File: config.mk
export PLATFORM = sky130hd
export DESIGN_NAME = virtual_timer_multiplexer_flat
export DESIGN_NICKNAME = d
export VERILOG_FILES = /design/src/hw/rtl/vtm_pkg.sv /design/src/hw/rtl/vtm_in_if.sv /design/src/hw/rtl/vtm_out_if.sv /design/src/hw/rtl/vtm_queue.sv /design/src/hw/rtl/vtm_engine.sv /design/src/hw/rtl/virtual_timer_multiplexer.sv /design/src/flat_wrapper.sv
export SDC_FILE = /design/constraint.sdc
export NUM_CORES = 2
export LEC_CHECK = 0
export ABC_AREA = 0
export BUFFER_PORTS_ARGS = -buffer_cell sky130_fd_sc_hd__buf_4
export CAP_MARGIN = 40
export CELL_PAD_IN_SITES_DETAIL_PLACEMENT = 1
export CELL_PAD_IN_SITES_GLOBAL_PLACEMENT = 1
export CORE_ASPECT_RATIO = 0.9
export CORE_MARGIN = 1.5
export CORE_UTILIZATION = 51
export CTS_CLUSTER_SIZE = 30
export DETAILED_ROUTE_END_ITERATION = 6
export PLACE_DENSITY_LB_ADDON = 0.05
export SLEW_MARGIN = 0
export SYNTH_ARGS = -nofsm -noshare
export SYNTH_HDL_FRONTEND = slang
export SYNTH_HIERARCHICAL = 1
export SYNTH_SLANG_ARGS = --single-unit
File: constraint.sdc
create_clock -name i_clk -period 19 [get_ports i_clk]
set_input_delay 0 -clock i_clk [delete_from_list [all_inputs] [get_ports i_clk]]
set_output_delay 0 -clock i_clk [all_outputs]
set_load 0.02 [all_outputs]
File: src/hw/rtl/vtm_pkg.sv
// package for the virtual timer multiplexer
// holds function codes, word types and shared constants; no dependencies
package vtm_pkg;

    localparam int FUNC_W = 3;
    localparam int SLOT_W = 4;
    localparam int FIELD_W = 32;
    localparam int CFG_DATA_W = 16;
    localparam int CFG_IDX_W = 1;
    localparam int TIU_W = 5;
    localparam int MARGIN_W = 16;
    localparam int MAX_RESULTS = 16;

    typedef enum logic [FUNC_W-1:0] {
        FN_DEFINE = 3'd0,
        FN_CHANGE = 3'd1,
        FN_START  = 3'd2,
        FN_STOP   = 3'd3,
        FN_ELAPSE = 3'd4
    } t_func;

    typedef enum logic [CFG_IDX_W-1:0] {
        CFG_TIMERS_IN_USE = 1'd0,
        CFG_EARLY_MARGIN  = 1'd1
    } t_cfg_idx;

    typedef struct packed {
        logic [FUNC_W-1:0]  func;
        logic [SLOT_W-1:0]  slot;
        logic [FIELD_W-1:0] delay_ticks;
        logic [FIELD_W-1:0] period_ticks;
        logic               single_shot;
        logic [FIELD_W-1:0] elapsed_ticks;
    } t_in_word;

    typedef struct packed {
        logic               accepted;
        logic               fired;
        logic [SLOT_W-1:0]  fired_slot;
        logic               any_running;
        logic [FIELD_W-1:0] next_compare;
        logic               last;
    } t_out_word;

endpackage

File: src/hw/rtl/vtm_in_if.sv
// input channel interface: valid, ready and input word
// depends on vtm_pkg
interface vtm_in_if;
    logic              valid;
    logic              ready;
    vtm_pkg::t_in_word data;
    modport source (output valid, output data, input ready);
    modport sink (input valid, input data, output ready);
endinterface

File: src/hw/rtl/vtm_out_if.sv
// output channel interface: valid, ready and result word
// depends on vtm_pkg
interface vtm_out_if;
    logic               valid;
    logic               ready;
    vtm_pkg::t_out_word data;
    modport source (output valid, output data, input ready);
    modport sink (input valid, input data, output ready);
endinterface

File: src/hw/rtl/vtm_queue.sv
// two-entry queue that decouples the front end from the timer engine
// depends on vtm_pkg
module vtm_queue (
    input  logic              i_clk,
    input  logic              i_rst_n,
    input  logic              i_push,
    input  vtm_pkg::t_in_word i_data,
    output logic              o_full,
    input  logic              i_pop,
    output logic              o_valid,
    output vtm_pkg::t_in_word o_data
);
    vtm_pkg::t_in_word r_mem [2];
    logic              r_wp;
    logic              r_rp;
    logic [1:0]        r_cnt;

    assign o_full  = (r_cnt == 2'd2);
    assign o_valid = (r_cnt != 2'd0);
    assign o_data  = r_mem[r_rp];

    always_ff @(posedge i_clk) begin
        if (i_push) begin
            r_mem[r_wp] <= i_data;
        end
        if (!i_rst_n) begin
            r_wp  <= 1'b0;
            r_rp  <= 1'b0;
            r_cnt <= 2'd0;
        end else begin
            if (i_push) begin
                r_wp <= ~r_wp;
            end
            if (i_pop) begin
                r_rp <= ~r_rp;
            end
            r_cnt <= r_cnt + {1'b0, i_push} - {1'b0, i_pop};
        end
    end
endmodule

File: src/hw/rtl/vtm_engine.sv
// timer engine: slot table, elapse scan, summary scan and result emission
// depends on vtm_pkg
module vtm_engine #(
    parameter int NUM_TIMERS = 16,
    parameter int TICK_BITS  = 32
) (
    input  logic                           i_clk,
    input  logic                           i_rst_n,
    input  logic [vtm_pkg::TIU_W-1:0]      i_timers_in_use,
    input  logic [vtm_pkg::MARGIN_W-1:0]   i_margin,
    input  logic                           i_valid,
    input  vtm_pkg::t_in_word              i_data,
    output logic                           o_pop,
    output logic                           o_valid,
    output vtm_pkg::t_out_word             o_data,
    input  logic                           i_ready
);
    localparam int IDX_W = (NUM_TIMERS > 1) ? $clog2(NUM_TIMERS) : 1;
    localparam int CNT_W = $clog2(NUM_TIMERS + 1);
    localparam int REM_W = TICK_BITS + 2;
    localparam int FW = vtm_pkg::FIELD_W;

    typedef enum logic [2:0] {
        S_IDLE, S_ELAPSE, S_SUM, S_EMIT, S_LIST
    } t_state;

    logic [TICK_BITS-1:0] r_period [NUM_TIMERS];
    logic [TICK_BITS-1:0] r_delay  [NUM_TIMERS];
    logic signed [REM_W-1:0] r_rem [NUM_TIMERS];
    logic [NUM_TIMERS-1:0] r_oneshot, r_run, r_def;
    logic [IDX_W-1:0] r_fl [NUM_TIMERS];

    t_state r_state;
    logic [CNT_W-1:0] r_idx;
    logic [CNT_W-1:0] r_nf;
    logic [CNT_W-1:0] r_ok;
    logic r_acc, r_elapse, r_found;
    logic signed [REM_W-1:0] r_least;
    logic [TICK_BITS-1:0] r_elapsed;
    logic r_ov;
    vtm_pkg::t_out_word r_out;

    logic [IDX_W-1:0] w_i;
    logic signed [REM_W-1:0] w_sub;
    logic signed [REM_W-1:0] w_reload;
    logic [vtm_pkg::SLOT_W-1:0] w_slot;
    logic [IDX_W-1:0] w_si;
    logic w_in_rng;
    logic [CNT_W-1:0] w_limit;
    logic [FW-1:0] w_next;
    logic [TICK_BITS-1:0] w_dly, w_per;
    logic w_acc;
    logic w_emit;

    assign w_i = r_idx[IDX_W-1:0];
    assign w_sub = r_rem[w_i] - REM_W'(r_elapsed);
    assign w_reload = REM_W'(r_period[w_i]) + REM_W'(r_delay[w_i]);
    assign w_slot = i_data.slot;
    assign w_si = IDX_W'(w_slot);
    assign w_in_rng = (32'(w_slot) < NUM_TIMERS);
    assign w_limit = (32'(i_timers_in_use) < NUM_TIMERS) ?
                     CNT_W'(i_timers_in_use) : CNT_W'(NUM_TIMERS);
    assign w_dly = TICK_BITS'(i_data.delay_ticks);
    assign w_per = TICK_BITS'(i_data.period_ticks);
    assign w_emit = ((r_state == S_EMIT) || (r_state == S_LIST)) && (!r_ov || i_ready);

    always_comb begin
        w_acc = 1'b0;
        if (i_data.func == vtm_pkg::FN_ELAPSE) begin
            w_acc = 1'b1;
        end else if (w_in_rng) begin
            case (i_data.func) inside
                vtm_pkg::FN_DEFINE: w_acc = (CNT_W'(w_slot) < w_limit);
                vtm_pkg::FN_CHANGE, vtm_pkg::FN_START, vtm_pkg::FN_STOP: w_acc = r_def[w_si];
                default: w_acc = 1'b0;
            endcase
        end
    end

    always_comb begin
        if (!r_found || r_least < 0) begin
            w_next = '0;
        end else if (r_least > REM_W'(64'hFFFF_FFFF)) begin
            w_next = '1;
        end else begin
            w_next = FW'(r_least);
        end
    end

    assign o_pop   = (r_state == S_IDLE) && i_valid;
    assign o_valid = r_ov;
    assign o_data  = r_out;

    always_ff @(posedge i_clk) begin
        if (!i_rst_n) begin
            r_state   <= S_IDLE;
            r_run     <= '0;
            r_oneshot <= '0;
            r_def     <= '0;
            r_ov      <= 1'b0;
            r_idx     <= '0;
            r_nf      <= '0;
        end else begin
            if (w_emit) begin
                r_ov <= 1'b1;
            end else if (i_ready) begin
                r_ov <= 1'b0;
            end
            unique case (r_state)
                S_IDLE: begin
                    if (i_valid) begin
                        r_idx     <= '0;
                        r_nf      <= '0;
                        r_found   <= 1'b0;
                        r_least   <= '0;
                        r_elapsed <= TICK_BITS'(i_data.elapsed_ticks);
                        r_elapse  <= (i_data.func == vtm_pkg::FN_ELAPSE);
                        r_acc     <= w_acc;
                        if (i_data.func == vtm_pkg::FN_ELAPSE) begin
                            r_state <= S_ELAPSE;
                        end else begin
                            r_state <= S_SUM;
                            if (w_in_rng) begin
                                case (i_data.func)
                                    vtm_pkg::FN_DEFINE: begin
                                        if (CNT_W'(w_slot) < w_limit) begin
                                            r_period[w_si]  <= w_per;
                                            r_delay[w_si]   <= w_dly;
                                            r_oneshot[w_si] <= i_data.single_shot;
                                            r_run[w_si]     <= 1'b0;
                                            r_rem[w_si] <= REM_W'(w_per) + REM_W'(w_dly);
                                            r_def[w_si]     <= 1'b1;
                                        end
                                    end
                                    vtm_pkg::FN_CHANGE: begin
                                        if (r_def[w_si]) begin
                                            r_period[w_si]  <= w_per;
                                            r_delay[w_si]   <= w_dly;
                                            r_oneshot[w_si] <= i_data.single_shot;
                                        end
                                    end
                                    vtm_pkg::FN_START: begin
                                        if (r_def[w_si]) begin
                                            if (!r_run[w_si]) begin
                                                r_run[w_si] <= 1'b1;
                                                r_rem[w_si] <= REM_W'(r_period[w_si])
                                                             + REM_W'(r_delay[w_si]);
                                            end
                                        end
                                    end
                                    vtm_pkg::FN_STOP: begin
                                        if (r_def[w_si]) begin
                                            r_run[w_si] <= 1'b0;
                                        end
                                    end
                                    default: begin
                                    end
                                endcase
                            end
                        end
                    end
                end
                S_ELAPSE: begin
                    if (r_run[w_i]) begin
                        if (w_sub <= $signed({2'b00, 16'(i_margin)})) begin
                            if (r_nf < CNT_W'(NUM_TIMERS)) begin
                                r_fl[r_nf[IDX_W-1:0]] <= w_i;
                            end
                            r_nf <= r_nf + 1'b1;
                            if (r_oneshot[w_i]) begin
                                r_run[w_i] <= 1'b0;
                                r_rem[w_i] <= w_sub;
                            end else begin
                                r_rem[w_i] <= w_reload;
                            end
                        end else begin
                            r_rem[w_i] <= w_sub;
                        end
                    end
                    if (r_idx == CNT_W'(NUM_TIMERS - 1)) begin
                        r_idx   <= '0;
                        r_state <= S_SUM;
                    end else begin
                        r_idx <= r_idx + 1'b1;
                    end
                end
                S_SUM: begin
                    if (r_run[w_i] && (!r_found || r_rem[w_i] < r_least)) begin
                        r_least <= r_rem[w_i];
                        r_found <= 1'b1;
                    end
                    if (r_idx == CNT_W'(NUM_TIMERS - 1)) begin
                        r_idx   <= '0;
                        r_ok    <= (r_nf > CNT_W'(vtm_pkg::MAX_RESULTS)) ?
                                   CNT_W'(vtm_pkg::MAX_RESULTS) : r_nf;
                        r_state <= (r_elapse && r_nf != '0) ? S_LIST : S_EMIT;
                    end else begin
                        r_idx <= r_idx + 1'b1;
                    end
                end
                S_EMIT: begin
                    if (w_emit) begin
                        r_out.accepted    <= r_acc;
                        r_out.fired       <= 1'b0;
                        r_out.fired_slot  <= '0;
                        r_out.any_running <= r_found;
                        r_out.next_compare <= w_next;
                        r_out.last        <= 1'b1;
                        r_state <= S_IDLE;
                    end
                end
                S_LIST: begin
                    if (w_emit) begin
                        r_out.accepted    <= 1'b1;
                        r_out.fired       <= 1'b1;
                        r_out.fired_slot  <= vtm_pkg::SLOT_W'(r_fl[w_i]);
                        r_out.any_running <= r_found;
                        r_out.next_compare <= w_next;
                        r_out.last        <= (r_idx + 1'b1 == r_ok);
                        r_idx <= r_idx + 1'b1;
                        if (r_idx + 1'b1 == r_ok) begin
                            r_state <= S_IDLE;
                        end
                    end
                end
                default: r_state <= S_IDLE;
            endcase
        end
    end
endmodule

File: src/hw/rtl/virtual_timer_multiplexer.sv
// define/change/start/stop run a slot update, a summary scan and one result;
// elapse runs an elapse scan, a summary scan and a result per reported firing;
// one item at a time, set by one-slot-per-cycle update and minimum table scans
// reset: all timers undefined and stopped, timers_in_use 16, margin 1500
module virtual_timer_multiplexer #(
    parameter int NUM_TIMERS = 16,
    parameter int TICK_BITS  = 32
) (
    input  logic                               i_clk,
    input  logic                               i_rst_n,
    vtm_in_if.sink                             in_ch,
    vtm_out_if.source                          out_ch,
    input  logic                               i_cfg_we,
    input  logic [vtm_pkg::CFG_IDX_W-1:0]      i_cfg_idx,
    input  logic [vtm_pkg::CFG_DATA_W-1:0]     i_cfg_data
);
    logic [vtm_pkg::TIU_W-1:0]    r_tiu;
    logic [vtm_pkg::MARGIN_W-1:0] r_margin;
    logic q_full, q_valid, q_pop;
    vtm_pkg::t_in_word q_data;

    always_ff @(posedge i_clk) begin
        if (!i_rst_n) begin
            r_tiu    <= vtm_pkg::TIU_W'(16);
            r_margin <= vtm_pkg::MARGIN_W'(1500);
        end else if (i_cfg_we) begin
            unique case (i_cfg_idx)
                vtm_pkg::CFG_TIMERS_IN_USE: r_tiu <= i_cfg_data[vtm_pkg::TIU_W-1:0];
                vtm_pkg::CFG_EARLY_MARGIN:  r_margin <= i_cfg_data;
                default: begin
                end
            endcase
        end
    end

    assign in_ch.ready = !q_full;

    vtm_queue u_queue (
        .i_clk   (i_clk),
        .i_rst_n (i_rst_n),
        .i_push  (in_ch.valid && !q_full),
        .i_data  (in_ch.data),
        .o_full  (q_full),
        .i_pop   (q_pop),
        .o_valid (q_valid),
        .o_data  (q_data)
    );

    vtm_engine #(
        .NUM_TIMERS (NUM_TIMERS),
        .TICK_BITS  (TICK_BITS)
    ) u_engine (
        .i_clk           (i_clk),
        .i_rst_n         (i_rst_n),
        .i_timers_in_use (r_tiu),
        .i_margin        (r_margin),
        .i_valid         (q_valid),
        .i_data          (q_data),
        .o_pop           (q_pop),
        .o_valid         (out_ch.valid),
        .o_data          (out_ch.data),
        .i_ready         (out_ch.ready)
    );
endmodule
File: src/flat_wrapper.sv
// flat-port wrapper written by rule: the top's interface ports become plain ports
module virtual_timer_multiplexer_flat 
#(
    parameter int NUM_TIMERS = 16,
    parameter int TICK_BITS  = 32
)
  (i_clk, i_rst_n, i_cfg_we, i_cfg_idx, i_cfg_data, in_ch_valid, in_ch_data, in_ch_ready, out_ch_valid, out_ch_data, out_ch_ready);
  vtm_in_if in_ch_i ();
  vtm_out_if out_ch_i ();
  input  logic i_clk;
  input  logic i_rst_n;
  input  logic i_cfg_we;
  input  logic [vtm_pkg::CFG_IDX_W-1:0] i_cfg_idx;
  input  logic [vtm_pkg::CFG_DATA_W-1:0] i_cfg_data;
  input wire logic [$bits(in_ch_i.valid)-1:0] in_ch_valid;
  input wire logic [$bits(in_ch_i.data)-1:0] in_ch_data;
  output wire logic [$bits(in_ch_i.ready)-1:0] in_ch_ready;
  output wire logic [$bits(out_ch_i.valid)-1:0] out_ch_valid;
  output wire logic [$bits(out_ch_i.data)-1:0] out_ch_data;
  input wire logic [$bits(out_ch_i.ready)-1:0] out_ch_ready;
  assign in_ch_i.valid = in_ch_valid;
  assign in_ch_i.data = in_ch_data;
  assign in_ch_ready = in_ch_i.ready;
  assign out_ch_valid = out_ch_i.valid;
  assign out_ch_data = out_ch_i.data;
  assign out_ch_i.ready = out_ch_ready;
  virtual_timer_multiplexer #(.NUM_TIMERS(NUM_TIMERS), .TICK_BITS(TICK_BITS)) u_core (.i_clk(i_clk), .i_rst_n(i_rst_n), .in_ch(in_ch_i), .out_ch(out_ch_i), .i_cfg_we(i_cfg_we), .i_cfg_idx(i_cfg_idx), .i_cfg_data(i_cfg_data));
endmodule
==> metrics.cfg <==
[clock_tree]
cts_tree = yes
clkLatencyLatePin_ns = 0.86
post_cts_resized = 0
path_clk_slew_ns = 0.06
cts_root_buffer = clkbuf_16
clock_path_buffers = 3
numCtsBuffers = 211
post-cts-setup-buffers = 0
cts_sinks = 2046
h-tree-depth = 4
hold_buffers = 258

[die]
core_area_um2 = 184000
fp.dieH_um = 411
initial_core_util = 0.514
die_area_um2 = 188000
rows = 149
die_w_um = 457
boundaryPins = 168

[yosys]
synth-compound-area-share = 0.0436
yosysWarnings = 6
synth_top_family_by_area = multiplexers
ys_async_sr_fraction = 0
muxShareOfSynthArea = 0.222
syn_avg_cell_area_um2 = 18.3
synth_fa_ha_area_frac = 0.0264
synth.distinct_cells = 85
synth-xor-area-share = 0.00988
synth-simple-area-share = 0.0379
synth_seq_area_share = 0.641
synth_area_um2 = 94400
synthesis.nets = 5480
netlist_instances = 5157
synth-edff-count = 1954
ys_ff_latch = 2046
synth_flop_cell = edfxtp_1

[routing]
drtIter0Drc = 5781
viasPerCell = 6.60
dr.pass1.iters = 7
drc = 0
drt-total-wl_mm = 282
antenna_left = 0
vias = 54700
wl_per_cell_um = 34.1

[finish]
multi_input_area_um2 = 32500
final_nets = 6009
finalNonFillerCells = 8286
register_area_um2 = 60500
nFillCells = 15700
area_growth_pct = 15.7
drive_gt1_frac = 0.293

[min_path]
hp-start = i_rst_n
whs_path_depth = 3
hp-class = in2reg
hold_end = u_core/u_engine/o_valid

[sta]
whs_ns = 0.0989
finalClockSkew_ns = 0.0351
max_freq_ghz = 0.104
fin_crit_sh = 0.508
rsz0062_at_grt = false
setup_violations = 0
tns_ns = 0
drv_slew = 0
slew_headroom = 0.157
hold_viol = 0
tightest_slew_ns = 1.27
fin_crit_ns = 9.66

[grt]
gr-total-overflow = 0
grt_pass1_vias = 56800
grt_pass1_wl_mm = 409
grt_util_all_layers = 0.303
antenna_found_initial = 6
grt_start_max_net_pins = 122

[setup_path]
rrSetupSlack_ns = 9.34
crit_path_start_kind = flop
worstPathRequired_ns = 19.52
cp.arrival_ns = 10.18
worst-path-max-fanout = 32
endpoint_kind = flop
critPathKind = reg2reg
worstReg2RegEnd = u_core/u_engine/r_rem[6][6]
reg2regPathDepth = 24

[pwr]
power.density_nw_per_um2 = 148
total_power_mw = 16.2
p_leak_nw = 35.8
ir_worst_vdd_uv = 101

[place]
io_buffer_count = 167
placed_cells = 7617
gp_congestion = 0.850
dpl.hpwl_mm = 173

[flow_run]
cap_violations = 0

[status]
status = finished clean

[area by class of cell]
class | count | share of cell area
multi-input combinational | 2661 | 0.297
antenna | 1 | 0.0000229
timing repair buffer | 609 | 0.0531
clock inverter | 136 | 0.0115
inverter | 157 | 0.00544
tap | 2416 | 0.0277
clock buffer | 260 | 0.0510
sequential | 2046 | 0.554
[synthesized netlist by cell type (9+ instances only)]
library cell	n	area, µm²
and3_1	25	156
and2_1	48	300
a211oi_1	39	293
nand2_1	180	676
o21a_1	20	150
a31oi_1	26	163
xor2_1	32	280
mux4_2	848	19100
o21ai_0	116	581
o31ai_1	14	105
a21o_1	71	533
edfxtp_1	1954	58700
clkbuf_1	195	732
mux2_2	46	518
nor3_1	63	315
nor2b_1	58	363
xnor2_1	72	631
nand4_1	30	188
buf_6	11	124
nand3_1	55	275
buf_1	69	259
mux2_4	60	901
ha_1	193	2410
or3_1	9	56.3
dfxtp_1	92	1840
o211ai_1	14	105
nand2b_1	24	150
inv_1	156	586
mux2i_1	46	460
buf_2	16	80.1
nor4_1	10	62.6
nor3b_1	10	75.1
nor2_1	184	691
or2_2	9	56.3
a21oi_1	190	951
o21bai_1	17	128
o21ai_1	9	45.0
o221a_2	16	180
[per-layer routing]
| layer | share of wire | track usage | vias up |
|---|---|---|---|
| met3 | 0.070 | 0.0448 | 418 |
| met2 | 0.49 | 0.497 | 2363 |
| li1 | - | - | 22400 |
| met5 | 0.00017 | 0 | - |
| met4 | 0.027 | 0.0802 | 6 |
| met1 | 0.41 | 0.428 | 29500 |
[logic make-up (layout without fill, tap and decap cells)]
family / Yosys count / in the layout
flops: 2046 / 2046
other cells: 0 / 1
fa+ha+maj: 197 / 197
mux: 1001 / 1001
simple gates: 730 / 730
buf+inv: 450 / 1162
compound gates: 628 / 628
xor+xnor: 105 / 105
[stage by stage]
step	utilization	instance area, µm²	setup WS (ns)
5_1_grt	0.595	109000	8.96
2_1_floorplan	-	94400	10.26
3_3_place_gp	0.538	98800	9.19
3_5_place_dp	0.543	99800	9.21
4_1_cts	0.594	109000	9.18
6_report	0.595	109000	9.34
[flip-flops by register name, indices dropped and copies added, names as in the netlist, named ones only]
name / cells
u_core/u_engine/r_rem: 544
u_core/u_engine/r_delay: 512
u_core/u_engine/r_period: 512
u_core/u_queue/r_mem: 208
u_core/u_engine/r_fl: 64
u_core/u_engine/o_data: 40
u_core/u_engine/r_least: 34
u_core/u_engine/r_elapsed: 32
u_core/r_margin: 16
u_core/u_engine/r_def: 16
u_core/u_engine/r_oneshot: 16
u_core/r_tiu: 5
u_core/u_engine/r_idx: 5
u_core/u_engine/r_nf: 5
u_core/u_engine/r_ok: 5
u_core/u_engine/r_state: 3
u_core/u_queue/r_cnt: 2
u_core/u_engine/o_valid: 1
u_core/u_engine/r_acc: 1
u_core/u_engine/r_elapse: 1
u_core/u_engine/r_found: 1
u_core/u_queue/r_rp: 1
u_core/u_queue/r_wp: 1
[worst max-delay path, cell delays in order (launching register included)]
cell,delay [ns]
dfxtp_4,0.81
buf_4,0.74
buf_4,0.70
mux4_2,0.69
ha_1,0.33
a21o_1,0.19
a21o_1,0.18
a21oi_1,0.35
nand2_1,0.16
a31oi_1,0.23
xnor2_1,0.18
ha_1,0.29
a21oi_1,0.14
nor2b_1,0.06
o21ai_0,0.15
a21oi_1,0.10
a211oi_1,0.21
o32ai_1,0.18
or4_1,0.55
or4_1,0.52
or4_4,0.55
o41ai_4,0.32
buf_4,0.51
nor3_1,0.15
a311oi_2,0.84
[power breakdown]
part / switching (mW) / internal, mW
combinational: 3.76 / 2.36
clock: 1.77 / 2.36
sequential: 0.0867 / 5.87
[worst max-delay path by stage]
stage	to	slack, ns	depth (start not counted)
6_report	u_core/u_engine/r_rem[6][6]	9.34	24
2_1_floorplan	u_core/u_engine/r_rem[0][18]	10.26	27
4_1_cts	u_core/u_engine/r_rem[3][1]	9.18	24
3_5_place_dp	u_core/u_engine/r_rem[3][1]	9.21	24
3_3_place_gp	u_core/u_engine/r_rem[0][1]	9.19	25
5_1_grt	u_core/u_engine/r_rem[3][6]	8.96	24
[placed cells by master, fill, tap and decap left out, drive strengths merged, types with 21 or more instances in the layout]
| cell type | n |
|---|---|
| a211oi | 40 |
| a21o | 71 |
| a21oi | 190 |
| a31oi | 26 |
| and2 | 50 |
| and3 | 25 |
| buf | 349 |
| bufinv | 21 |
| clkbuf | 262 |
| clkinv | 102 |
| dfxtp | 92 |
| dlygate4sd3 | 258 |
| edfxtp | 1954 |
| ha | 193 |
| inv | 164 |
| mux2 | 107 |
| mux2i | 46 |
| mux4 | 848 |
| nand2 | 180 |
| nand2b | 24 |
| nand3 | 55 |
| nand4 | 30 |
| nor2 | 184 |
| nor2b | 58 |
| nor3 | 63 |
| o211ai | 21 |
| o21ai | 128 |
| xnor2 | 72 |
| xor2 | 32 |
(Power assumes the default switching activity.)
